## config.mk

```make
export PLATFORM = sky130hd
export DESIGN_NAME = beep_pattern_sequencer_top_flat
export DESIGN_NICKNAME = d
export VERILOG_FILES = /design/src/rtl/core/bps_pkg.sv /design/src/rtl/core/bps_cmd_if.sv /design/src/rtl/core/bps_res_if.sv /design/src/rtl/core/beep_pattern_sequencer_top.sv /design/src/flat_wrapper.sv
export SDC_FILE = /design/constraint.sdc
export NUM_CORES = 1
export LEC_CHECK = 0
export BUFFER_PORTS_ARGS = -buffer_cell sky130_fd_sc_hd__buf_2
export CELL_PAD_IN_SITES_DETAIL_PLACEMENT = 1
export CELL_PAD_IN_SITES_GLOBAL_PLACEMENT = 1
export CORE_MARGIN = 5
export CORE_UTILIZATION = 43
export CTS_CLUSTER_DIAMETER = 40
export DETAILED_ROUTE_END_ITERATION = 6
export GPL_ROUTABILITY_DRIVEN = 0
export HOLD_SLACK_MARGIN = 0.02
export PLACE_DENSITY_LB_ADDON = 0.25
export SYNTH_ARGS = -nofsm -noshare
export SYNTH_HDL_FRONTEND = slang
export SYNTH_SLANG_ARGS = --single-unit
```

## constraint.sdc

```tcl
create_clock -name clk -period 3.67 [get_ports clk]
set_input_delay 0.1835 -clock clk [delete_from_list [all_inputs] [get_ports clk]]
set_output_delay 0.1835 -clock clk [all_outputs]
set_load 0.05 [all_outputs]
```

## src/rtl/core/bps_pkg.sv

```systemverilog
package bps_pkg;

    // Item codes on the command channel
    localparam logic [2:0] MODE_TICK = 3'd0;
    localparam logic [2:0] MODE_ON   = 3'd1;
    localparam logic [2:0] MODE_OFF  = 3'd2;
    localparam logic [2:0] MODE_BEEP = 3'd3;
    localparam logic [2:0] MODE_PLAY = 3'd4;

    // Pattern selects
    localparam logic [1:0] PAT_SUCCESS  = 2'd0;
    localparam logic [1:0] PAT_FAILURE  = 2'd1;
    localparam logic [1:0] PAT_REGISTER = 2'd2;

    // Longest pattern the sequencer will run; longer tables get cut
    localparam int MAX_STEPS = 8;

    localparam int STEP_CNT_W = 4;
    localparam int STEP_IDX_W = 3;
    localparam int TIME_W     = 16;

    typedef logic [STEP_CNT_W-1:0] step_cnt_t;
    typedef logic [STEP_IDX_W-1:0] step_idx_t;
    typedef logic [TIME_W-1:0]     ms_t;

    typedef struct packed {
        logic [2:0] mode;
        ms_t        duration;
        logic [1:0] pattern_select;
    } cmd_item_t;

    typedef struct packed {
        logic buzzer_on;
        logic busy_res;
    } res_item_t;

    // Number of steps in a pattern, clipped to MAX_STEPS; zero for an unused select
    function automatic step_cnt_t pattern_len(input logic [1:0] pat);
        step_cnt_t len;
        case (pat)
            PAT_SUCCESS:  len = step_cnt_t'(3);
            PAT_FAILURE:  len = step_cnt_t'(3);
            PAT_REGISTER: len = step_cnt_t'(5);
            default:      len = step_cnt_t'(0);
        endcase
        if (len > step_cnt_t'(MAX_STEPS))
            len = step_cnt_t'(MAX_STEPS);
        return len;
    endfunction

    // Length in ms of one step of a built-in pattern
    function automatic ms_t step_time(input logic [1:0] pat, input step_idx_t idx);
        ms_t t;
        t = '0;
        case (pat)
            PAT_SUCCESS:
            begin
                case (idx)
                    3'd0:    t = ms_t'(60);
                    3'd1:    t = ms_t'(40);
                    3'd2:    t = ms_t'(60);
                    default: t = '0;
                endcase
            end
            PAT_FAILURE:
            begin
                case (idx)
                    3'd0:    t = ms_t'(180);
                    3'd1:    t = ms_t'(70);
                    3'd2:    t = ms_t'(180);
                    default: t = '0;
                endcase
            end
            PAT_REGISTER:
            begin
                case (idx)
                    3'd0:    t = ms_t'(70);
                    3'd1:    t = ms_t'(40);
                    3'd2:    t = ms_t'(70);
                    3'd3:    t = ms_t'(40);
                    3'd4:    t = ms_t'(70);
                    default: t = '0;
                endcase
            end
            default: t = '0;
        endcase
        return t;
    endfunction

endpackage

```

## src/rtl/core/bps_cmd_if.sv

```systemverilog
interface bps_cmd_if;
    logic        valid;
    logic        ready;
    logic [2:0]  mode;
    logic [15:0] duration;
    logic [1:0]  pattern_select;

    modport source (output valid, output mode, output duration, output pattern_select,
                    input ready);
    modport sink   (input valid, input mode, input duration, input pattern_select,
                    output ready);
endinterface

```

## src/rtl/core/bps_res_if.sv

```systemverilog
interface bps_res_if;
    logic valid;
    logic ready;
    logic buzzer_on;
    logic busy_res;

    modport source (output valid, output buzzer_on, output busy_res, input ready);
    modport sink   (input valid, input buzzer_on, input busy_res, output ready);
endinterface

```

## src/rtl/core/beep_pattern_sequencer_top.sv

```systemverilog
// Buzzer sequencer. Each command transaction (tick, on, off, beep, play) yields exactly one
// result transaction carrying the buzzer level and a busy flag after that command. The block
// takes one transaction per cycle when the pipe is not stalled. Inside the pipe, an input register
// holds the command, one short pass of compare/increment logic updates the mode state, and a
// result register holds the answer. The result register decouples the two sides, so a new
// command enters while a result waits; the pipe stalls only when both stages are full and
// the result sink holds ready low. Pattern step times come from a constant table indexed by
// the loaded pattern and the step number. Write enable through cfg_we/cfg_wdata only while
// no transaction is in flight; every write also drives the buzzer level low.
module beep_pattern_sequencer_top
    import bps_pkg::*;
(
    input  logic        clk,
    input  logic        rst_n,
    input  logic        cfg_we,
    input  logic        cfg_wdata,
    bps_cmd_if.sink     cmd,
    bps_res_if.source   res
);

    // Input stage
    logic      in_valid_reg;
    cmd_item_t in_item_reg;

    // Result stage
    logic      out_valid_reg;
    res_item_t out_item_reg;
    res_item_t out_item_next;

    // Mode state
    logic      enable_reg;
    logic      level_reg,      level_next;
    logic      beep_run_reg,   beep_run_next;
    ms_t       beep_len_reg,   beep_len_next;
    ms_t       elapsed_reg,    elapsed_next;
    step_cnt_t step_cnt_reg,   step_cnt_next;
    step_idx_t step_idx_reg,   step_idx_next;
    logic [1:0] pat_reg,       pat_next;

    logic advance;
    logic process;

    // The input stage moves on when the result slot is free or being drained
    assign advance   = !out_valid_reg || res.ready;
    assign process   = in_valid_reg && advance;
    assign cmd.ready = !in_valid_reg || advance;

    always_ff @(posedge clk or negedge rst_n)
    begin
        if (!rst_n)
        begin
            in_valid_reg <= 1'b0;
        end
        else if (cmd.ready)
        begin
            in_valid_reg <= cmd.valid;
        end
    end

    always_ff @(posedge clk)
    begin
        if (cmd.ready && cmd.valid)
        begin
            in_item_reg.mode           <= cmd.mode;
            in_item_reg.duration       <= cmd.duration;
            in_item_reg.pattern_select <= cmd.pattern_select;
        end
    end

    // One pass of the sequencer for the held command
    always_comb
    begin
        ms_t       elapsed_inc;
        step_idx_t idx_inc;
        step_cnt_t pat_len;

        level_next    = level_reg;
        beep_run_next = beep_run_reg;
        beep_len_next = beep_len_reg;
        elapsed_next  = elapsed_reg;
        step_cnt_next = step_cnt_reg;
        step_idx_next = step_idx_reg;
        pat_next      = pat_reg;

        // Saturate the ms counter at all ones
        elapsed_inc = (elapsed_reg == '1) ? elapsed_reg : elapsed_reg + ms_t'(1);
        idx_inc     = step_idx_reg + step_idx_t'(1);
        pat_len     = pattern_len(in_item_reg.pattern_select);

        case (in_item_reg.mode)
            MODE_TICK:
            begin
                if (enable_reg)
                begin
                    elapsed_next = elapsed_inc;
                    if (beep_run_reg)
                    begin
                        if (elapsed_inc >= beep_len_reg)
                        begin
                            beep_run_next = 1'b0;
                            level_next    = 1'b0;
                        end
                    end
                    else if (step_cnt_reg != '0 &&
                             elapsed_inc >= step_time(pat_reg, step_idx_reg))
                    begin
                        // Step done: restart the timer and move to the next step
                        elapsed_next = '0;
                        if (step_cnt_t'(idx_inc) >= step_cnt_reg)
                        begin
                            step_cnt_next = '0;
                            step_idx_next = '0;
                            level_next    = 1'b0;
                        end
                        else
                        begin
                            step_idx_next = idx_inc;
                            level_next    = ~idx_inc[0];
                        end
                    end
                end
            end
            MODE_ON:
            begin
                step_cnt_next = '0;
                step_idx_next = '0;
                beep_run_next = 1'b0;
                if (enable_reg)
                    level_next = 1'b1;
            end
            MODE_OFF:
            begin
                step_cnt_next = '0;
                step_idx_next = '0;
                beep_run_next = 1'b0;
                if (enable_reg)
                    level_next = 1'b0;
            end
            MODE_BEEP:
            begin
                step_cnt_next = '0;
                step_idx_next = '0;
                beep_run_next = 1'b1;
                beep_len_next = in_item_reg.duration;
                elapsed_next  = '0;
                if (enable_reg)
                    level_next = 1'b1;
            end
            MODE_PLAY:
            begin
                beep_run_next = 1'b0;
                step_idx_next = '0;
                step_cnt_next = pat_len;
                if (pat_len == '0)
                begin
                    // Unused select: cancel and go quiet
                    if (enable_reg)
                        level_next = 1'b0;
                end
                else
                begin
                    pat_next     = in_item_reg.pattern_select;
                    elapsed_next = '0;
                    if (enable_reg)
                        level_next = 1'b1;
                end
            end
            default:
            begin
                // Unused codes leave the state alone
            end
        endcase

        out_item_next.buzzer_on = level_next & enable_reg;
        out_item_next.busy_res  = beep_run_next | (step_cnt_next != '0);
    end

    always_ff @(posedge clk or negedge rst_n)
    begin
        if (!rst_n)
        begin
            enable_reg   <= 1'b0;
            level_reg    <= 1'b0;
            beep_run_reg <= 1'b0;
            beep_len_reg <= '0;
            elapsed_reg  <= '0;
            step_cnt_reg <= '0;
            step_idx_reg <= '0;
            pat_reg      <= PAT_SUCCESS;
        end
        else if (cfg_we)
        begin
            // Configuring the pin drives it low
            enable_reg <= cfg_wdata;
            level_reg  <= 1'b0;
        end
        else if (process)
        begin
            level_reg    <= level_next;
            beep_run_reg <= beep_run_next;
            beep_len_reg <= beep_len_next;
            elapsed_reg  <= elapsed_next;
            step_cnt_reg <= step_cnt_next;
            step_idx_reg <= step_idx_next;
            pat_reg      <= pat_next;
        end
    end

    always_ff @(posedge clk or negedge rst_n)
    begin
        if (!rst_n)
        begin
            out_valid_reg <= 1'b0;
        end
        else if (advance)
        begin
            out_valid_reg <= in_valid_reg;
        end
    end

    always_ff @(posedge clk)
    begin
        if (process)
        begin
            out_item_reg <= out_item_next;
        end
    end

    assign res.valid     = out_valid_reg;
    assign res.buzzer_on = out_item_reg.buzzer_on;
    assign res.busy_res  = out_item_reg.busy_res;

endmodule

```

## src/flat_wrapper.sv

```systemverilog
// flat-port wrapper written by rule: the top's interface ports become plain ports
module beep_pattern_sequencer_top_flat import bps_pkg::*;
  (clk, rst_n, cfg_we, cfg_wdata, cmd_valid, cmd_mode, cmd_duration, cmd_pattern_select, cmd_ready, res_valid, res_buzzer_on, res_busy_res, res_ready);
  bps_cmd_if cmd_i ();
  bps_res_if res_i ();
  input  logic clk;
  input  logic rst_n;
  input  logic cfg_we;
  input  logic cfg_wdata;
  input wire logic [$bits(cmd_i.valid)-1:0] cmd_valid;
  input wire logic [$bits(cmd_i.mode)-1:0] cmd_mode;
  input wire logic [$bits(cmd_i.duration)-1:0] cmd_duration;
  input wire logic [$bits(cmd_i.pattern_select)-1:0] cmd_pattern_select;
  output wire logic [$bits(cmd_i.ready)-1:0] cmd_ready;
  output wire logic [$bits(res_i.valid)-1:0] res_valid;
  output wire logic [$bits(res_i.buzzer_on)-1:0] res_buzzer_on;
  output wire logic [$bits(res_i.busy_res)-1:0] res_busy_res;
  input wire logic [$bits(res_i.ready)-1:0] res_ready;
  assign cmd_i.valid = cmd_valid;
  assign cmd_i.mode = cmd_mode;
  assign cmd_i.duration = cmd_duration;
  assign cmd_i.pattern_select = cmd_pattern_select;
  assign cmd_ready = cmd_i.ready;
  assign res_valid = res_i.valid;
  assign res_buzzer_on = res_i.buzzer_on;
  assign res_busy_res = res_i.busy_res;
  assign res_i.ready = res_ready;
  beep_pattern_sequencer_top u_core (.clk(clk), .rst_n(rst_n), .cfg_we(cfg_we), .cfg_wdata(cfg_wdata), .cmd(cmd_i), .res(res_i));
endmodule
```

# Word level (Yosys, flattened, before mapping)
# Index checks and enable logic that the tools add are counted.
[classes]
order_cmp = 4
n_bitwise = 5
n_mux = 40
addsub = 2
n_eq_ne = 17
reduce_logical = 30
[ops]
columns = ["op", "n"]
rows = [
  ["16-bit two-way mux", 8],
  ["16-bit case mux with 3 select lines", 2],
  ["16-bit >= comparator", 2],
  ["4-bit two-way mux", 5],
  ["16-bit by 1-bit adder with 16-bit output, second input constant", 1],
  ["16-bit == test, second input constant", 1],
  ["8-bit case mux with 2 select lines", 1],
  ["7-bit case mux with 2 select lines", 1],
  ["1-bit two-way mux", 13],
  ["3-bit by 2-bit == test with 1-bit output, second input constant", 4],
  ["3-bit two-way mux", 4],
  ["3-bit case mux with 2 select lines", 2],
  ["4-bit case mux with 3 select lines", 1],
  ["6-bit case mux with 2 select lines", 1],
  ["3-bit OR reduction", 3],
  ["4-bit nonzero test", 2],
  ["2-bit OR reduction", 4],
  ["3-bit by 1-bit == test with 1-bit output, second input constant", 2],
  ["3-bit == test, second input constant", 2],
  ["3-bit logical NOT", 2],
  ["6-bit AND reduction", 1],
  ["5-bit AND reduction", 1],
  ["2-bit by 1-bit == test with 1-bit output, second input constant", 2],
  ["2-bit == test, second input constant", 2],
  ["other kinds (21)", 31],
]
[word_totals]
in_bits = 27
wordCells = 113
output_inout_bits = 4
regBits = 69

# Depth between registers and ports, before layout
[logic_depth]
ltp_word = 15
depth_mapped = 17

# Worst setup path after synthesis
# OpenSTA, ideal clock, no wires.
[synth_path]
path_type = "register -> register"
start = "register u_core.elapsed_reg[0]"
end = "register u_core.out_item_reg, in the netlist u_core.res.buzzer_on, data pin"
path_slack_ps = -158
n_path_buf = 0
stages_incl_launch_ff = 17
t_required_ps = 3518
arrival_time_ps = 3676
path_cell_list = "dfrtp_1 -> ha_1 -> nand3_1 -> nor3_1 -> nand3_1 -> nand4_1 -> nor2_1 -> xnor2_1 -> inv_1 -> ha_1 -> a21o_1 -> a21o_1 -> a211oi_1 -> o211ai_4 -> o31ai_4 -> mux2_4 -> a31oi_1"
[synth_rtl]
columns = ["item", "line_no", "text"]
rows = [
  ["start, declared", "beep_pattern_sequencer_top.sv:35", "ms_t elapsed_reg, elapsed_next;"],
  ["start signal, assigned", "beep_pattern_sequencer_top.sv:202", "elapsed_reg <= elapsed_next;"],
  ["end signal, assigned", "beep_pattern_sequencer_top.sv:225", "out_item_reg <= out_item_next;"],
  ["end, declared", "beep_pattern_sequencer_top.sv:27", "res_item_t out_item_reg;"],
]

==> results.json <==
{
  "pwr-share-seq_pct": 36.0,
  "syn_area_per_cell_um2": 10.0,
  "io_pins": 31,
  "synth_edf_count": 23,
  "fp.dieW_um": 109,
  "gr-usage-all-layers_pct": 20.8,
  "worst_slack_ns": 0.0902,
  "routed_wl_mm": 11.7,
  "place_area_um2": 4700,
  "nets": 561,
  "path_clk_slew_ns": 0.09,
  "outcome": "complete, no violations",
  "htree_num_levels": 3,
  "numClockSinks": 69,
  "hpwl_mm": 8.29,
  "drt_iter0_markers": 183,
  "timing.hold.ws_ns": 0.0348,
  "firstDrtPassIters": 4,
  "synth-seq-cells": 69,
  "swShare_pct": 36.7,
  "r2r_cells": 14,
  "antenna_found_initial": 0,
  "drt-wirelength-per-cell_um": 18.2,
  "num_vias": 3486,
  "drive_above_1_share_pct": 27.2,
  "cts_tree": "done",
  "cts_buffer_depth": 2,
  "relSlewSlack_pct": 38.5,
  "power_mw": 2.89,
  "rsz0062_at_grt": "true",
  "power.internal_mw": 1.83,
  "hp-start": "cmd_valid",
  "synth-async-reset-ratio_pct": 66.7,
  "pre_cts_ws_ns": -0.0150,
  "synth_top_cell_area_share_pct": 27.1,
  "skew_ns": 0.0113,
  "fmax_mhz": 279,
  "period_minus_slack_ns": 3.58,
  "setup_violations": 0,
  "n_antenna_cell": 0,
  "synth_area_leaders": "dfrtp_1, edfxtp_1, ha_1, mux2_2, inv_1",
  "worstPathArrival_ns": 3.80,
  "cts_buffers": 9,
  "cts_root_buf": "clkbuf_8",
  "critical_path.startpoint": "u_core.elapsed_reg[1]$_DFFE_PN0P_",
  "crit_required_ns": 3.89,
  "synth-main-ff-cell": "dfrtp_1",
  "core_um2": 9680,
  "netlist_area_um2": 4250,
  "drc": 0,
  "p_clk_share_pct": 24.7,
  "start_util_pct": 43.9,
  "die_y_um": 109,
  "synth_fp_nets": 482,
  "min_period_over_period_pct": 97.5,
  "max_slew.worst_pin.slew_ns": 0.923,
  "ys_seq_area_share_pct": 43.4,
  "slew_violations": 0,
  "ir_drop_mv": 0.336,
  "synth_top_cell_by_area": "dfrtp_1",
  "port_buffers": 30,
  "synth_cells": 423,
  "critical_path.endpoint": "u_core.res.buzzer_on$_DFFE_PP_",
  "syn_to_final_growth_pct": 24.2,
  "r2r-start": "u_core.elapsed_reg[1]$_DFFE_PN0P_",
  "critPathMaxFanout": 5,
  "yosysUniqueCellTypes": 61,
  "hp-class": "in2reg",
  "p_leak_nw": 2.48,
  "grt_pass1_vias": 3698,
  "reg2reg_slack_ns": 0.09,
  "grt_max_degree": 47,
  "clkLatencyLatePin_ns": 0.36,
  "drv_cap": 0,
  "min_path_cells": 2,
  "reg2reg_to": "u_core.res.buzzer_on$_DFFE_PP_",
  "largest_reg_flops": 21,
  "ant_nets": 0,
  "ys.warnings.count": 0,
  "grt_pass1_wl_mm": 19.1,
  "powerDensity_nw_per_um2": 547,
  "finalHoldViolCount": 0,
  "finalInstanceArea_um2": 5280,
  "viasPerCell": 5.45,
  "critPathLaunchType": "flop",
  "rows": 36,
  "crit_type": "reg2reg",
  "grt_overflow_total": 0,
  "cp-end-kind": "flop",
  "power_switching_mw": 1.06,
  "power_frac_comb_pct": 39.3,
  "die_area_um2": 12000
}
## critical path, stage by stage, from the launching register on
cell and delay [ns]:
dfrtp_1 0.41, ha_4 0.17, buf_6 0.11, nand4_1 0.18
nor4_4 0.39, buf_4 0.21, mux2i_4 0.23, ha_1 0.25
a21bo_2 0.19, a21o_1 0.18, a21oi_2 0.18, o211ai_4 0.12
o31ai_4 0.31, mux2_4 0.34, a31oi_2 0.17
## cell usage in the layout (no fill, tap or decap), types with 8 or more instances in the layout
master	Yosys	final
dfrtp_1	46	45
inv_1	41	41
nand2_1	40	40
buf_4	2	33
ha_1	32	31
buf_2	3	30
edfxtp_1	23	23
nor2_1	24	22
dlygate4sd3_1	0	22
mux2_2	21	21
o21ai_0	17	17
nand4_1	14	14
a21o_1	14	14
nand3_1	15	13
a21oi_1	12	11
clkbuf_8	0	9
nor3_1	9	8
nand2b_1	8	8
o21ai_2	8	8
## power by group through the flow
stage	Sequential [mW]	Combinational, mW	Clock (mW)
floorplan	1.01	0.711	0
detailed placement	1.04	1.05	0
global route	1.06	1.27	0.763
finish	1.04	1.13	0.713
global placement	1.03	0.997	0
CTS	1.03	1.08	0.716
## area by class of cell
cell class / count / area, um^2
fillers: 1069 / 4410
multi-input cells: 295 / 2260
flip-flops and latches: 69 / 1840
repair buffers: 86 / 629
well taps: 133 / 166
inverters: 41 / 154
clock buffers: 9 / 124
clock inverters: 7 / 97.6
## through the flow
stage | cells | TNS, ns | util (%)
after global routing | 640 | -0.331 | 54.5
after detailed placement | 596 | -0.0281 | 48.5
after floorplan | 423 | 0 | -
after global placement | 596 | 0 | 48.5
after CTS | 634 | 0 | 53.1
final | 640 | 0 | 54.5
## what timing repair did
item                                   in CTS  in global routing
setup buffers                               0                  6
hold buffers                               22                  0
gates resized for setup                     1                 16
endpoints found under the hold margin      67                  0
setup endpoints to repair                   7                 24
pin swaps                                   0                 12
cloned                                      0                  0
## logic make-up after synthesis
| family | count (synthesis) | share of synthesized area, % |
|---|---|---|
| mux | 27 | 7.39 |
| compound gates | 91 | 15.8 |
| simple gates | 138 | 17.1 |
| flops | 69 | 43.4 |
| fa+ha+maj | 32 | 9.43 |
| buf+inv | 59 | 5.54 |
| xor+xnor | 7 | 1.44 |
## per-layer routing
metal / GRT usage [%] / vias up / wire length [um]
met2: 35.6 / 60 / 5940
met3: 3.23 / 14 / 382
met4: 5.43 / 0 / 160
met5: 0 / - / 0
li1: - / 1680 / -
met1: 27.6 / 1732 / 5170
## synth_stat cells (all sizes together), types with 5 or more instances
cell / n
a21oi: 12
nor3: 10
inv: 41
clkbuf: 12
buf: 6
nand2: 40
a31oi: 8
nor2: 24
ha: 32
nand3: 16
xnor2: 6
dfrtp: 46
nand4: 16
mux2: 22
edfxtp: 23
nand2b: 8
o21ai: 27
o211ai: 5
mux2i: 5
a21o: 14
and4: 5
and2: 5
## how the worst min path moves through the flow
stage	endpoint	slack, ns
6_report	u_core.in_valid_reg$_DFFE_PN0N_	0.03
5_1_grt	u_core.in_valid_reg$_DFFE_PN0N_	0.04
4_1_cts	u_core.in_valid_reg$_DFFE_PN0N_	0.03
3_5_place_dp	u_core.elapsed_reg[12]$_DFFE_PN0P_	0.34
3_3_place_gp	u_core.elapsed_reg[12]$_DFFE_PN0P_	0.33
2_1_floorplan	u_core.beep_len_reg[0]$_DFFE_PN0P_	-0.11
Power figures use the tool's default switching activity.
